File: config.mk
export PLATFORM = sky130hd
export DESIGN_NAME = variable_partition_allocator
export DESIGN_NICKNAME = d
export VERILOG_FILES = /design/src/hw/rtl/vpa_pkg.sv /design/src/hw/rtl/variable_partition_allocator.sv /design/src/hw/rtl/vpa_dp.sv /design/src/hw/rtl/vpa_ctrl.sv
export SDC_FILE = /design/constraint.sdc
export NUM_CORES = 2
export LEC_CHECK = 0
export BUFFER_PORTS_ARGS = -buffer_cell sky130_fd_sc_hd__buf_4
export CORE_ASPECT_RATIO = 1.5
export CORE_MARGIN = 4
export CORE_UTILIZATION = 25
export DETAILED_ROUTE_END_ITERATION = 10
export GPL_TIMING_DRIVEN = 1
export PLACE_DENSITY = 0.44
export SLEW_MARGIN = 20
export SYNTH_ARGS = -nofsm -noshare
export SYNTH_HDL_FRONTEND = slang
export SYNTH_HIERARCHICAL = 1
export SYNTH_SLANG_ARGS = --single-unit
File: constraint.sdc
create_clock -name clock -period 11.87 [get_ports clock]
set_input_delay 2.374 -clock clock [delete_from_list [all_inputs] [get_ports clock]]
set_output_delay 2.374 -clock clock [all_outputs]
set_load 0.05 [all_outputs]
File: src/hw/rtl/vpa_pkg.sv
// ----------------------------------------------------------------------------
// vpa_pkg
// shared types, constants and codes of the variable partition allocator
// ----------------------------------------------------------------------------
package vpa_pkg;

   localparam int SIZE_WIDTH = 16;
   localparam int DEF_MAX_PARTITIONS = 64;
   localparam logic [SIZE_WIDTH-1:0] RESET_MEMORY_SIZE = SIZE_WIDTH'(50);

   localparam logic [1:0] CSR_FIT_POLICY = 2'd0;
   localparam logic [1:0] CSR_MEMORY_SIZE = 2'd1;

   localparam logic [1:0] POLICY_BEST = 2'd1;
   localparam logic [1:0] POLICY_WORST = 2'd2;

   localparam logic CMD_FREE = 1'b1;

   typedef enum logic [2:0] {
      ST_OK        = 3'd0,
      ST_NO_FIT    = 3'd1,
      ST_BAD_SIZE  = 3'd2,
      ST_BAD_INDEX = 3'd3,
      ST_FULL      = 3'd4
   } status_type;

   typedef enum logic [3:0] {
      OP_NONE, OP_INIT, OP_LOAD, OP_RD_SCAN, OP_CHECK, OP_MARK, OP_SPLIT_RD,
      OP_SPLIT_WR, OP_WR_CHOSEN, OP_WR_REM, OP_RD_POS, OP_CAP, OP_WR_MERGE,
      OP_SHIFT_RD, OP_SHIFT_WR, OP_RESULT
   } op_type;

   typedef enum logic [1:0] {
      SEL_SELF, SEL_NEXT, SEL_PREV
   } sel_type;

   typedef struct packed {
      logic                  cmd;
      logic [SIZE_WIDTH-1:0] request_size;
      logic [5:0]            partition_index;
   } req_type;

   typedef struct packed {
      logic [2:0]            status;
      logic [SIZE_WIDTH-1:0] alloc_address;
      logic [5:0]            alloc_index;
      logic [6:0]            partitions_in_use;
   } rsp_type;

   typedef struct packed {
      logic [SIZE_WIDTH-1:0] start;
      logic [SIZE_WIDTH-1:0] size;
      logic                  busy;
   } entry_type;

   typedef struct packed {
      op_type     op;
      sel_type    sel;
      status_type status;
   } cmd_type;

   typedef struct packed {
      logic init_pending;
      logic is_free;
      logic need_zero;
      logic idx_bad;
      logic scan_done;
      logic found;
      logic exact;
      logic full;
      logic split_done;
      logic shift_done;
   } stat_type;

endpackage

File: src/hw/rtl/variable_partition_allocator.sv
// ----------------------------------------------------------------------------
// variable_partition_allocator
// first, best or worst fit allocator over an address-ordered partition table
// ----------------------------------------------------------------------------
// channel   ports                          direction
// req       req_valid/req_ready/req_payload  in   allocate or free beat
// rsp       rsp_valid/rsp_ready/rsp_payload  out  status beat, one per req
// csr       csr_we/csr_index/csr_wdata       in   fit_policy, memory_size
//
// allocate: a read and a check per table entry searched, plus a read and a write per entry moved on a split
// free: reads the entry and its next and previous neighbours, writes the merged entry,
// then a read and a write per entry moved down after a merge
// reset and each memory_size write rebuild the table as one free entry before the next req
// a finished beat waits in the output register while the next req is taken
// ----------------------------------------------------------------------------
module variable_partition_allocator #(
   parameter int MAX_PARTITIONS = vpa_pkg::DEF_MAX_PARTITIONS
) (
   input  logic                            clock,
   input  logic                            reset,
   input  logic                            req_valid,
   output logic                            req_ready,
   input  vpa_pkg::req_type                req_payload,
   output logic                            rsp_valid,
   input  logic                            rsp_ready,
   output vpa_pkg::rsp_type                rsp_payload,
   input  logic                            csr_we,
   input  logic [1:0]                      csr_index,
   input  logic [vpa_pkg::SIZE_WIDTH-1:0]  csr_wdata
);

   vpa_pkg::cmd_type  cmd;
   vpa_pkg::stat_type st;

   vpa_ctrl u_ctrl (
      .clock     (clock),
      .reset     (reset),
      .csr_we    (csr_we),
      .req_valid (req_valid),
      .req_ready (req_ready),
      .rsp_valid (rsp_valid),
      .rsp_ready (rsp_ready),
      .st        (st),
      .cmd       (cmd)
   );

   vpa_dp #(
      .MAX_PARTITIONS (MAX_PARTITIONS)
   ) u_dp (
      .clock       (clock),
      .reset       (reset),
      .csr_we      (csr_we),
      .csr_index   (csr_index),
      .csr_wdata   (csr_wdata),
      .req_payload (req_payload),
      .cmd         (cmd),
      .st          (st),
      .rsp_payload (rsp_payload)
   );

endmodule

File: src/hw/rtl/vpa_dp.sv
// ----------------------------------------------------------------------------
// vpa_dp
// partition table memory, config registers, search and shift datapath
// ----------------------------------------------------------------------------
module vpa_dp #(
   parameter int MAX_PARTITIONS = vpa_pkg::DEF_MAX_PARTITIONS
) (
   input  logic                            clock,
   input  logic                            reset,
   input  logic                            csr_we,
   input  logic [1:0]                      csr_index,
   input  logic [vpa_pkg::SIZE_WIDTH-1:0]  csr_wdata,
   input  vpa_pkg::req_type                req_payload,
   input  vpa_pkg::cmd_type                cmd,
   output vpa_pkg::stat_type               st,
   output vpa_pkg::rsp_type                rsp_payload
);

   localparam int SW = vpa_pkg::SIZE_WIDTH;
   localparam int IW = (MAX_PARTITIONS > 1) ? $clog2(MAX_PARTITIONS) : 1;
   localparam int CW = $clog2(MAX_PARTITIONS + 1);
   localparam int PW = (CW > 6) ? CW : 6;

   vpa_pkg::entry_type mem [MAX_PARTITIONS];
   vpa_pkg::entry_type rd_data_ff;
   logic [IW-1:0]      rd_addr;
   logic               wr_en;
   logic [IW-1:0]      wr_addr;
   vpa_pkg::entry_type wr_data;

   logic [1:0]    fit_policy_ff, fit_policy_in;
   logic [SW-1:0] memory_size_ff, memory_size_in;
   logic          init_pending_ff, init_pending_in;
   logic [CW-1:0] count_ff, count_in;
   logic [CW-1:0] scan_ff, scan_in;
   logic [CW-1:0] shift_ff, shift_in;
   logic          found_ff, found_in;
   logic          prev_free_ff, prev_free_in;
   logic          next_free_ff, next_free_in;

   logic          is_free_ff, is_free_in;
   logic          idx_bad_ff, idx_bad_in;
   logic [SW-1:0] need_ff, need_in;
   logic [IW-1:0] pos_ff, pos_in;
   logic [IW-1:0] chosen_ff, chosen_in;
   logic [SW-1:0] csize_ff, csize_in;
   logic [SW-1:0] cstart_ff, cstart_in;
   logic [SW-1:0] msize_ff, msize_in;
   logic [SW-1:0] mstart_ff, mstart_in;
   vpa_pkg::rsp_type rsp_ff, rsp_in;

   logic          stop_on_first;
   logic          fits;
   logic          better;
   logic          next_ok;
   logic [IW-1:0] prev_addr;
   logic [IW-1:0] next_addr;
   logic [IW-1:0] pos_addr;
   logic [CW-1:0] merge_cnt;
   logic [IW-1:0] base;

   assign stop_on_first = (fit_policy_ff != vpa_pkg::POLICY_BEST)
                       && (fit_policy_ff != vpa_pkg::POLICY_WORST);
   assign fits = !rd_data_ff.busy && (rd_data_ff.size >= need_ff);
   assign better = ((fit_policy_ff == vpa_pkg::POLICY_BEST) && (rd_data_ff.size < csize_ff))
                || ((fit_policy_ff == vpa_pkg::POLICY_WORST) && (rd_data_ff.size > csize_ff));
   assign next_ok = ((CW'(pos_ff) + CW'(1)) < count_ff);
   assign prev_addr = (pos_ff == '0) ? pos_ff : pos_ff - IW'(1);
   assign next_addr = next_ok ? pos_ff + IW'(1) : pos_ff;
   assign merge_cnt = CW'(prev_free_ff) + CW'(next_free_ff);
   assign base = prev_free_ff ? pos_ff - IW'(1) : pos_ff;

   always_comb begin
      case (cmd.sel)
         vpa_pkg::SEL_NEXT: pos_addr = next_addr;
         vpa_pkg::SEL_PREV: pos_addr = prev_addr;
         default:           pos_addr = pos_ff;
      endcase
   end

   // table port selection
   always_comb begin
      rd_addr = '0;
      wr_en = 1'b0;
      wr_addr = '0;
      wr_data = '0;
      case (cmd.op)
         vpa_pkg::OP_RD_SCAN:  rd_addr = scan_ff[IW-1:0];
         vpa_pkg::OP_SPLIT_RD: rd_addr = IW'(shift_ff - CW'(1));
         vpa_pkg::OP_RD_POS:   rd_addr = pos_addr;
         vpa_pkg::OP_SHIFT_RD: rd_addr = IW'(shift_ff + merge_cnt);
         vpa_pkg::OP_INIT: begin
            wr_en = 1'b1;
            wr_data = '{start: '0, size: memory_size_ff, busy: 1'b0};
         end
         vpa_pkg::OP_MARK: begin
            wr_en = 1'b1;
            wr_addr = chosen_ff;
            wr_data = '{start: cstart_ff, size: csize_ff, busy: 1'b1};
         end
         vpa_pkg::OP_SPLIT_WR: begin
            wr_en = 1'b1;
            wr_addr = IW'(shift_ff);
            wr_data = rd_data_ff;
         end
         vpa_pkg::OP_WR_CHOSEN: begin
            wr_en = 1'b1;
            wr_addr = chosen_ff;
            wr_data = '{start: cstart_ff, size: need_ff, busy: 1'b1};
         end
         vpa_pkg::OP_WR_REM: begin
            wr_en = 1'b1;
            wr_addr = chosen_ff + IW'(1);
            wr_data = '{start: cstart_ff + need_ff, size: csize_ff - need_ff, busy: 1'b0};
         end
         vpa_pkg::OP_WR_MERGE: begin
            wr_en = 1'b1;
            wr_addr = base;
            wr_data = '{start: mstart_ff, size: msize_ff, busy: 1'b0};
         end
         vpa_pkg::OP_SHIFT_WR: begin
            wr_en = 1'b1;
            wr_addr = IW'(shift_ff);
            wr_data = rd_data_ff;
         end
         default: begin
         end
      endcase
   end

   always_ff @(posedge clock) begin
      if (wr_en) begin
         mem[wr_addr] <= wr_data;
      end
      rd_data_ff <= mem[rd_addr];
   end

   always_comb begin
      fit_policy_in = fit_policy_ff;
      memory_size_in = memory_size_ff;
      init_pending_in = init_pending_ff;
      count_in = count_ff;
      scan_in = scan_ff;
      shift_in = shift_ff;
      found_in = found_ff;
      prev_free_in = prev_free_ff;
      next_free_in = next_free_ff;
      is_free_in = is_free_ff;
      idx_bad_in = idx_bad_ff;
      need_in = need_ff;
      pos_in = pos_ff;
      chosen_in = chosen_ff;
      csize_in = csize_ff;
      cstart_in = cstart_ff;
      msize_in = msize_ff;
      mstart_in = mstart_ff;
      rsp_in = rsp_ff;
      case (cmd.op)
         vpa_pkg::OP_INIT: begin
            init_pending_in = 1'b0;
            count_in = CW'(1);
         end
         vpa_pkg::OP_LOAD: begin
            is_free_in = (req_payload.cmd == vpa_pkg::CMD_FREE);
            need_in = req_payload.request_size;
            pos_in = IW'(req_payload.partition_index);
            idx_bad_in = (PW'(req_payload.partition_index) >= PW'(count_ff));
            scan_in = '0;
            shift_in = count_ff;
            found_in = 1'b0;
            prev_free_in = 1'b0;
            next_free_in = 1'b0;
         end
         vpa_pkg::OP_CHECK: begin
            if (fits && (!found_ff || better)) begin
               found_in = 1'b1;
               chosen_in = scan_ff[IW-1:0];
               csize_in = rd_data_ff.size;
               cstart_in = rd_data_ff.start;
            end
            scan_in = scan_ff + CW'(1);
         end
         vpa_pkg::OP_SPLIT_WR: shift_in = shift_ff - CW'(1);
         vpa_pkg::OP_WR_REM:   count_in = count_ff + CW'(1);
         vpa_pkg::OP_CAP: begin
            case (cmd.sel)
               vpa_pkg::SEL_NEXT: begin
                  if (next_ok && !rd_data_ff.busy) begin
                     next_free_in = 1'b1;
                     msize_in = msize_ff + rd_data_ff.size;
                  end
               end
               vpa_pkg::SEL_PREV: begin
                  if ((pos_ff != '0) && !rd_data_ff.busy) begin
                     prev_free_in = 1'b1;
                     mstart_in = rd_data_ff.start;
                     msize_in = msize_ff + rd_data_ff.size;
                  end
               end
               default: begin
                  mstart_in = rd_data_ff.start;
                  msize_in = rd_data_ff.size;
               end
            endcase
         end
         vpa_pkg::OP_WR_MERGE: begin
            count_in = count_ff - merge_cnt;
            shift_in = CW'(base) + CW'(1);
         end
         vpa_pkg::OP_SHIFT_WR: shift_in = shift_ff + CW'(1);
         vpa_pkg::OP_RESULT: begin
            rsp_in.status = cmd.status;
            rsp_in.partitions_in_use = 7'(count_ff);
            if ((cmd.status == vpa_pkg::ST_OK) && !is_free_ff) begin
               rsp_in.alloc_address = cstart_ff;
               rsp_in.alloc_index = 6'(chosen_ff);
            end else begin
               rsp_in.alloc_address = '0;
               rsp_in.alloc_index = '0;
            end
         end
         default: begin
         end
      endcase
      if (csr_we && (csr_index == vpa_pkg::CSR_FIT_POLICY)) begin
         fit_policy_in = csr_wdata[1:0];
      end
      if (csr_we && (csr_index == vpa_pkg::CSR_MEMORY_SIZE)) begin
         memory_size_in = csr_wdata;
         init_pending_in = 1'b1;
      end
   end

   always_ff @(posedge clock) begin
      if (reset) begin
         fit_policy_ff <= '0;
         memory_size_ff <= vpa_pkg::RESET_MEMORY_SIZE;
         init_pending_ff <= 1'b1;
         count_ff <= CW'(1);
         scan_ff <= '0;
         shift_ff <= '0;
         found_ff <= 1'b0;
         prev_free_ff <= 1'b0;
         next_free_ff <= 1'b0;
      end else begin
         fit_policy_ff <= fit_policy_in;
         memory_size_ff <= memory_size_in;
         init_pending_ff <= init_pending_in;
         count_ff <= count_in;
         scan_ff <= scan_in;
         shift_ff <= shift_in;
         found_ff <= found_in;
         prev_free_ff <= prev_free_in;
         next_free_ff <= next_free_in;
      end
   end

   always_ff @(posedge clock) begin
      is_free_ff <= is_free_in;
      idx_bad_ff <= idx_bad_in;
      need_ff <= need_in;
      pos_ff <= pos_in;
      chosen_ff <= chosen_in;
      csize_ff <= csize_in;
      cstart_ff <= cstart_in;
      msize_ff <= msize_in;
      mstart_ff <= mstart_in;
      rsp_ff <= rsp_in;
   end

   assign st.init_pending = init_pending_ff;
   assign st.is_free = is_free_ff;
   assign st.need_zero = (need_ff == '0);
   assign st.idx_bad = idx_bad_ff;
   assign st.scan_done = (scan_ff >= count_ff) || (found_ff && stop_on_first);
   assign st.found = found_ff;
   assign st.exact = (csize_ff == need_ff);
   assign st.full = (count_ff >= CW'(MAX_PARTITIONS));
   assign st.split_done = (shift_ff <= CW'(chosen_ff));
   assign st.shift_done = (merge_cnt == '0) || (shift_ff >= count_ff);
   assign rsp_payload = rsp_ff;

   a_count_range: assert property (@(posedge clock) disable iff (reset)
      (count_ff != '0) && (count_ff <= CW'(MAX_PARTITIONS)))
      else $error("entry count out of range");

   a_split_grows: assert property (@(posedge clock) disable iff (reset)
      (cmd.op == vpa_pkg::OP_WR_REM) |=> (count_ff == $past(count_ff) + CW'(1)))
      else $error("split did not add an entry");

   a_chosen_valid: assert property (@(posedge clock) disable iff (reset)
      ((cmd.op == vpa_pkg::OP_MARK) || (cmd.op == vpa_pkg::OP_WR_CHOSEN))
      |-> (CW'(chosen_ff) < count_ff))
      else $error("chosen entry beyond table");

endmodule

File: src/hw/rtl/vpa_ctrl.sv
// ----------------------------------------------------------------------------
// vpa_ctrl
// sequencer for search, split, merge and result handoff
// ----------------------------------------------------------------------------
module vpa_ctrl (
   input  logic               clock,
   input  logic               reset,
   input  logic               csr_we,
   input  logic               req_valid,
   output logic               req_ready,
   output logic               rsp_valid,
   input  logic               rsp_ready,
   input  vpa_pkg::stat_type  st,
   output vpa_pkg::cmd_type   cmd
);

   typedef enum logic [13:0] {
      S_IDLE     = 14'b00000000000001,
      S_DISPATCH = 14'b00000000000010,
      S_SCAN_RD  = 14'b00000000000100,
      S_SCAN_CHK = 14'b00000000001000,
      S_DECIDE   = 14'b00000000010000,
      S_SPLIT_RD = 14'b00000000100000,
      S_SPLIT_WR = 14'b00000001000000,
      S_WR_REM   = 14'b00000010000000,
      S_FR_RD    = 14'b00000100000000,
      S_FR_CAP   = 14'b00001000000000,
      S_MERGE_WR = 14'b00010000000000,
      S_SHIFT_RD = 14'b00100000000000,
      S_SHIFT_WR = 14'b01000000000000,
      S_DONE     = 14'b10000000000000
   } state_type;

   state_type           state_ff, state_in;
   vpa_pkg::sel_type    sel_ff, sel_in;
   vpa_pkg::status_type status_ff, status_in;
   logic                rsp_valid_ff, rsp_valid_in;

   assign req_ready = (state_ff == S_IDLE) && !st.init_pending && !csr_we;
   assign rsp_valid = rsp_valid_ff;

   always_comb begin
      state_in = state_ff;
      sel_in = sel_ff;
      status_in = status_ff;
      rsp_valid_in = rsp_valid_ff && !rsp_ready;
      cmd.op = vpa_pkg::OP_NONE;
      cmd.sel = sel_ff;
      cmd.status = status_ff;
      case (state_ff)
         S_IDLE: begin
            if (st.init_pending) begin
               cmd.op = vpa_pkg::OP_INIT;
            end else if (req_valid && req_ready) begin
               cmd.op = vpa_pkg::OP_LOAD;
               state_in = S_DISPATCH;
            end
         end
         S_DISPATCH: begin
            if (st.is_free) begin
               if (st.idx_bad) begin
                  status_in = vpa_pkg::ST_BAD_INDEX;
                  state_in = S_DONE;
               end else begin
                  sel_in = vpa_pkg::SEL_SELF;
                  state_in = S_FR_RD;
               end
            end else if (st.need_zero) begin
               status_in = vpa_pkg::ST_BAD_SIZE;
               state_in = S_DONE;
            end else begin
               state_in = S_SCAN_RD;
            end
         end
         S_SCAN_RD: begin
            if (st.scan_done) begin
               state_in = S_DECIDE;
            end else begin
               cmd.op = vpa_pkg::OP_RD_SCAN;
               state_in = S_SCAN_CHK;
            end
         end
         S_SCAN_CHK: begin
            cmd.op = vpa_pkg::OP_CHECK;
            state_in = S_SCAN_RD;
         end
         S_DECIDE: begin
            if (!st.found) begin
               status_in = vpa_pkg::ST_NO_FIT;
               state_in = S_DONE;
            end else if (st.exact) begin
               cmd.op = vpa_pkg::OP_MARK;
               status_in = vpa_pkg::ST_OK;
               state_in = S_DONE;
            end else if (st.full) begin
               status_in = vpa_pkg::ST_FULL;
               state_in = S_DONE;
            end else begin
               state_in = S_SPLIT_RD;
            end
         end
         S_SPLIT_RD: begin
            if (st.split_done) begin
               cmd.op = vpa_pkg::OP_WR_CHOSEN;
               state_in = S_WR_REM;
            end else begin
               cmd.op = vpa_pkg::OP_SPLIT_RD;
               state_in = S_SPLIT_WR;
            end
         end
         S_SPLIT_WR: begin
            cmd.op = vpa_pkg::OP_SPLIT_WR;
            state_in = S_SPLIT_RD;
         end
         S_WR_REM: begin
            cmd.op = vpa_pkg::OP_WR_REM;
            status_in = vpa_pkg::ST_OK;
            state_in = S_DONE;
         end
         S_FR_RD: begin
            cmd.op = vpa_pkg::OP_RD_POS;
            state_in = S_FR_CAP;
         end
         S_FR_CAP: begin
            cmd.op = vpa_pkg::OP_CAP;
            case (sel_ff)
               vpa_pkg::SEL_SELF: begin
                  sel_in = vpa_pkg::SEL_NEXT;
                  state_in = S_FR_RD;
               end
               vpa_pkg::SEL_NEXT: begin
                  sel_in = vpa_pkg::SEL_PREV;
                  state_in = S_FR_RD;
               end
               default: state_in = S_MERGE_WR;
            endcase
         end
         S_MERGE_WR: begin
            cmd.op = vpa_pkg::OP_WR_MERGE;
            state_in = S_SHIFT_RD;
         end
         S_SHIFT_RD: begin
            if (st.shift_done) begin
               status_in = vpa_pkg::ST_OK;
               state_in = S_DONE;
            end else begin
               cmd.op = vpa_pkg::OP_SHIFT_RD;
               state_in = S_SHIFT_WR;
            end
         end
         S_SHIFT_WR: begin
            cmd.op = vpa_pkg::OP_SHIFT_WR;
            state_in = S_SHIFT_RD;
         end
         S_DONE: begin
            if (!rsp_valid_ff || rsp_ready) begin
               cmd.op = vpa_pkg::OP_RESULT;
               rsp_valid_in = 1'b1;
               state_in = S_IDLE;
            end
         end
         default: state_in = S_IDLE;
      endcase
   end

   always_ff @(posedge clock) begin
      if (reset) begin
         state_ff <= S_IDLE;
         sel_ff <= vpa_pkg::SEL_SELF;
         status_ff <= vpa_pkg::ST_OK;
         rsp_valid_ff <= 1'b0;
      end else begin
         state_ff <= state_in;
         sel_ff <= sel_in;
         status_ff <= status_in;
         rsp_valid_ff <= rsp_valid_in;
      end
   end

   a_split_legal: assert property (@(posedge clock) disable iff (reset)
      (state_ff == S_SPLIT_RD) |-> (st.found && !st.full && !st.exact))
      else $error("split entered without room or fit");

   a_merge_legal: assert property (@(posedge clock) disable iff (reset)
      (state_ff == S_MERGE_WR) |-> (st.is_free && !st.idx_bad))
      else $error("merge on bad free request");

endmodule
==> impl_metrics.ini <==
[logic_synthesis]
synth_enable_flop_cells = 2238
ys_dominant_reg_cell = edfxtp_1
share_of_synthesized_flip_flops_with_an_asynchronous_set_or_reset = 0
yosysUniqueCellTypes = 91
post_synth_inst_count = 7480
ys.warnings.count = 6
synth_top_area_cell = edfxtp_1
netlist_top_cells_count = edfxtp_1, nand2_1, and3_1
synth.top_cell.area_share = 0.686
area_of_the_mapped_netlist_mm2 = 0.0980
post_synthesis_sequential_area_ratio = 0.706
synth.area.top_cells = edfxtp_1, nand2_1, and3_1
yosys_register_bits = 2334
avg_cell_area_syn_um2 = 13.1
yosys.cell_count.top_type = edfxtp_1
synth_fp_nets = 7661

[drt]
detail-route-antenna-nets = 0
via_per_inst = 5.04
dr.pass1.iters = 6
vias = 64378
remaining_drc_errors = 0
wl_per_cell_um = 27.5
drt_wl_total_mm = 352
drt-initial-drc-count = 6104

[cts]
cts_tree = yes
cts.sinks = 2334
worst_skew_pair.late_latency_ns = 0.93
clk_root_buffer_cell = clkbuf_16
htreeDepth = 4
worst_setup_hold_path_clk_slew_ns = 0.07
ctsResizeCount = 0
cts_hold_buffers = 0
clockBufferDepth = 4
cts.repair_timing.setup_buffer_count = 0
tritoncts_buffer_count = 225

[die]
fp.dieArea_mm2 = 0.402
rows = 281
start_util = 0.251
floorplan.io_pins = 80
fp.coreArea_mm2 = 0.390
die_height_um = 775
die_w_um = 519

[global_route]
grt_first_pass_wirelength_mm = 491
gr-usage-all-layers = 0.168
antenna_violations_before_repair = 20
global_route.overflow_total = 0
grt_pass1_vias = 62971
grt_start_max_net_pins = 168

[timing]
maxSlewHeadroom = 0.186
postLayoutSetupSlackWorst_ns = 3.82
max_slew.worst_pin.slew_ns = 1.22
final_period_minus_worst_setup_slack_ns = 8.05
fin_crit_sh = 0.678
rsz_0062_raised_after_global_routing = no
finalSetupViolations = 0
worst_clock_skew_ns = 0.101
slew_viol_final = 0
tns_ns = 0
max_freq_ghz = 0.124
finalHoldViolCount = 0

[worst_hold_path]
worstHoldPathType = reg -> reg

[placed_design]
hpwlAfterDp_mm = 203
port_buffers = 79
globalplace.congestion = 0.869
post-place-ws_ns = 3.28

[layout]
area_growth_syn_to_layout_pct = 15.1
final_net_count = 7666
final_layout_size_suffix_gt1_frac = 0.106
fill_count = 39400

[critical_path]
r2r_slack_ns = 3.82
critPathCaptureType = flop
critical_path_peak_fanout = 24
critPathLaunchType = flop
critical_path_required_ns = 12.45
worst-setup-path-type = reg -> reg
worst-endpoint-arrival_ns = 8.63

[outcome]
run_status = completed

[power]
power.leakage_nw = 40.2
worst_case_vdd_ir_drop_mv = 0.128
powerDensity_mw_per_mm2 = 166

[run]
maxCapViolations = 0
[state kept, by name (all words and copies together) (netlist names), 3 cells and up]
register / count
u_dp/chosen_ff: 6
u_dp/need_ff: 16
u_dp/shift_ff: 7
u_dp/count_ff: 7
u_dp/csize_ff: 16
u_dp/memory_size_ff: 16
u_dp/scan_ff: 7
u_ctrl/state_ff: 14
u_dp/rsp_payload: 32
u_dp/mem: 2112
u_dp/pos_ff: 6
u_dp/msize_ff: 16
u_dp/cstart_ff: 16
u_ctrl/status_ff: 3
u_dp/mstart_ff: 16
u_dp/rd_data_ff: 33
[per-layer routing]
metal  global-route usage  share of wire  vias to the layer above
li1                     -              -                    28482
met1                0.196           0.38                    33315
met2                0.304           0.51                     2033
met3               0.0166          0.045                      546
met4               0.0897          0.062                        2
met5                    0       0.000037                        -
[final cells by class]
type,count,area [um^2],share of cell area
Sequential cell,2334,69100,0.613
Inverter,90,338,0.00299
Multi-Input combinational cell,4543,27400,0.243
Clock inverter,106,990,0.00877
Timing Repair Buffer,291,2450,0.0217
Antenna cell,9,22.5,0.000200
Tap cell,5094,6370,0.0565
Clock buffer,304,6100,0.0541
[worst max-delay path, cell delays in order, from the launching register on]
cell	delay, ns
edfxtp_1	0.50
inv_1	0.12
ha_1	0.36
nand3_1	0.13
or4_1	0.55
nor2_1	0.39
nand2_1	0.15
o22ai_1	0.16
a21oi_1	0.09
or3b_2	0.46
nand2b_1	0.32
nor3_2	0.08
buf_4	0.24
or2_2	0.51
nand2_1	0.14
o21ai_0	0.10
a221oi_1	0.79
nand2_1	0.24
nor2_1	0.21
nand2_1	0.70
nor2_4	0.99
buf_4	0.41
[cells in the final DEF (no fill, tap or decap), types with 120 or more instances in the layout]
cell       synthesis  layout
buf_4             23     269
ha_1             130     130
nand2_1         1576    1568
nor2_1           189     120
and3_1           462     461
edfxtp_1        2238    2238
nand3_1          383     381
a211oi_1         311     306
a31oi_1          276     276
clkbuf_16          0     227
a21oi_1          148     147
[worst paths after layout]
path                                                 to                    start  cells after the start
worst min register to register  u_dp/memory_size_ff[12]  u_dp/memory_size_ff[12]                      2
worst max register to register         u_dp/mem[18][28]          u_dp/need_ff[8]                     21
worst min-delay path            u_dp/memory_size_ff[12]  u_dp/memory_size_ff[12]                      2
worst max-delay path                   u_dp/mem[18][28]          u_dp/need_ff[8]                     21
[through the flow]
step	instance area [um^2]	util	power [mW]	instances	hold slack, ns
after CTS	113000	0.289	19.0	12761	0.464
after global routing	113000	0.289	19.4	12763	0.481
final	113000	0.289	18.8	12771	0.465
after floorplan	98000	-	10.6	7480	0.424
after detailed placement	106000	0.271	11.8	12351	0.453
after global placement	106000	0.270	11.8	12344	0.459
[kinds of logic (layout without fill, tap and decap cells)]
kind of cell,count (synthesis),after routing,synth area share
AOI/OAI and AO/OA,1415,1415,0.104
xor gates and xnor gates,65,65,0.00581
adders and majority gates,135,135,0.0176
buffers and inverters,603,791,0.0265
DFF,2334,2334,0.706
muxes,52,52,0.00534
other,0,9,0
and+or+nand+nor,2876,2876,0.135
[power by group]
group	internal (mW)	total, mW	switching, mW
clock	3.98	7.16	3.18
sequential	9.32	9.57	0.250
combinational	0.515	2.03	1.52
total	13.8	18.8	4.95
Note: power is estimated with default switching activity, not from simulation.
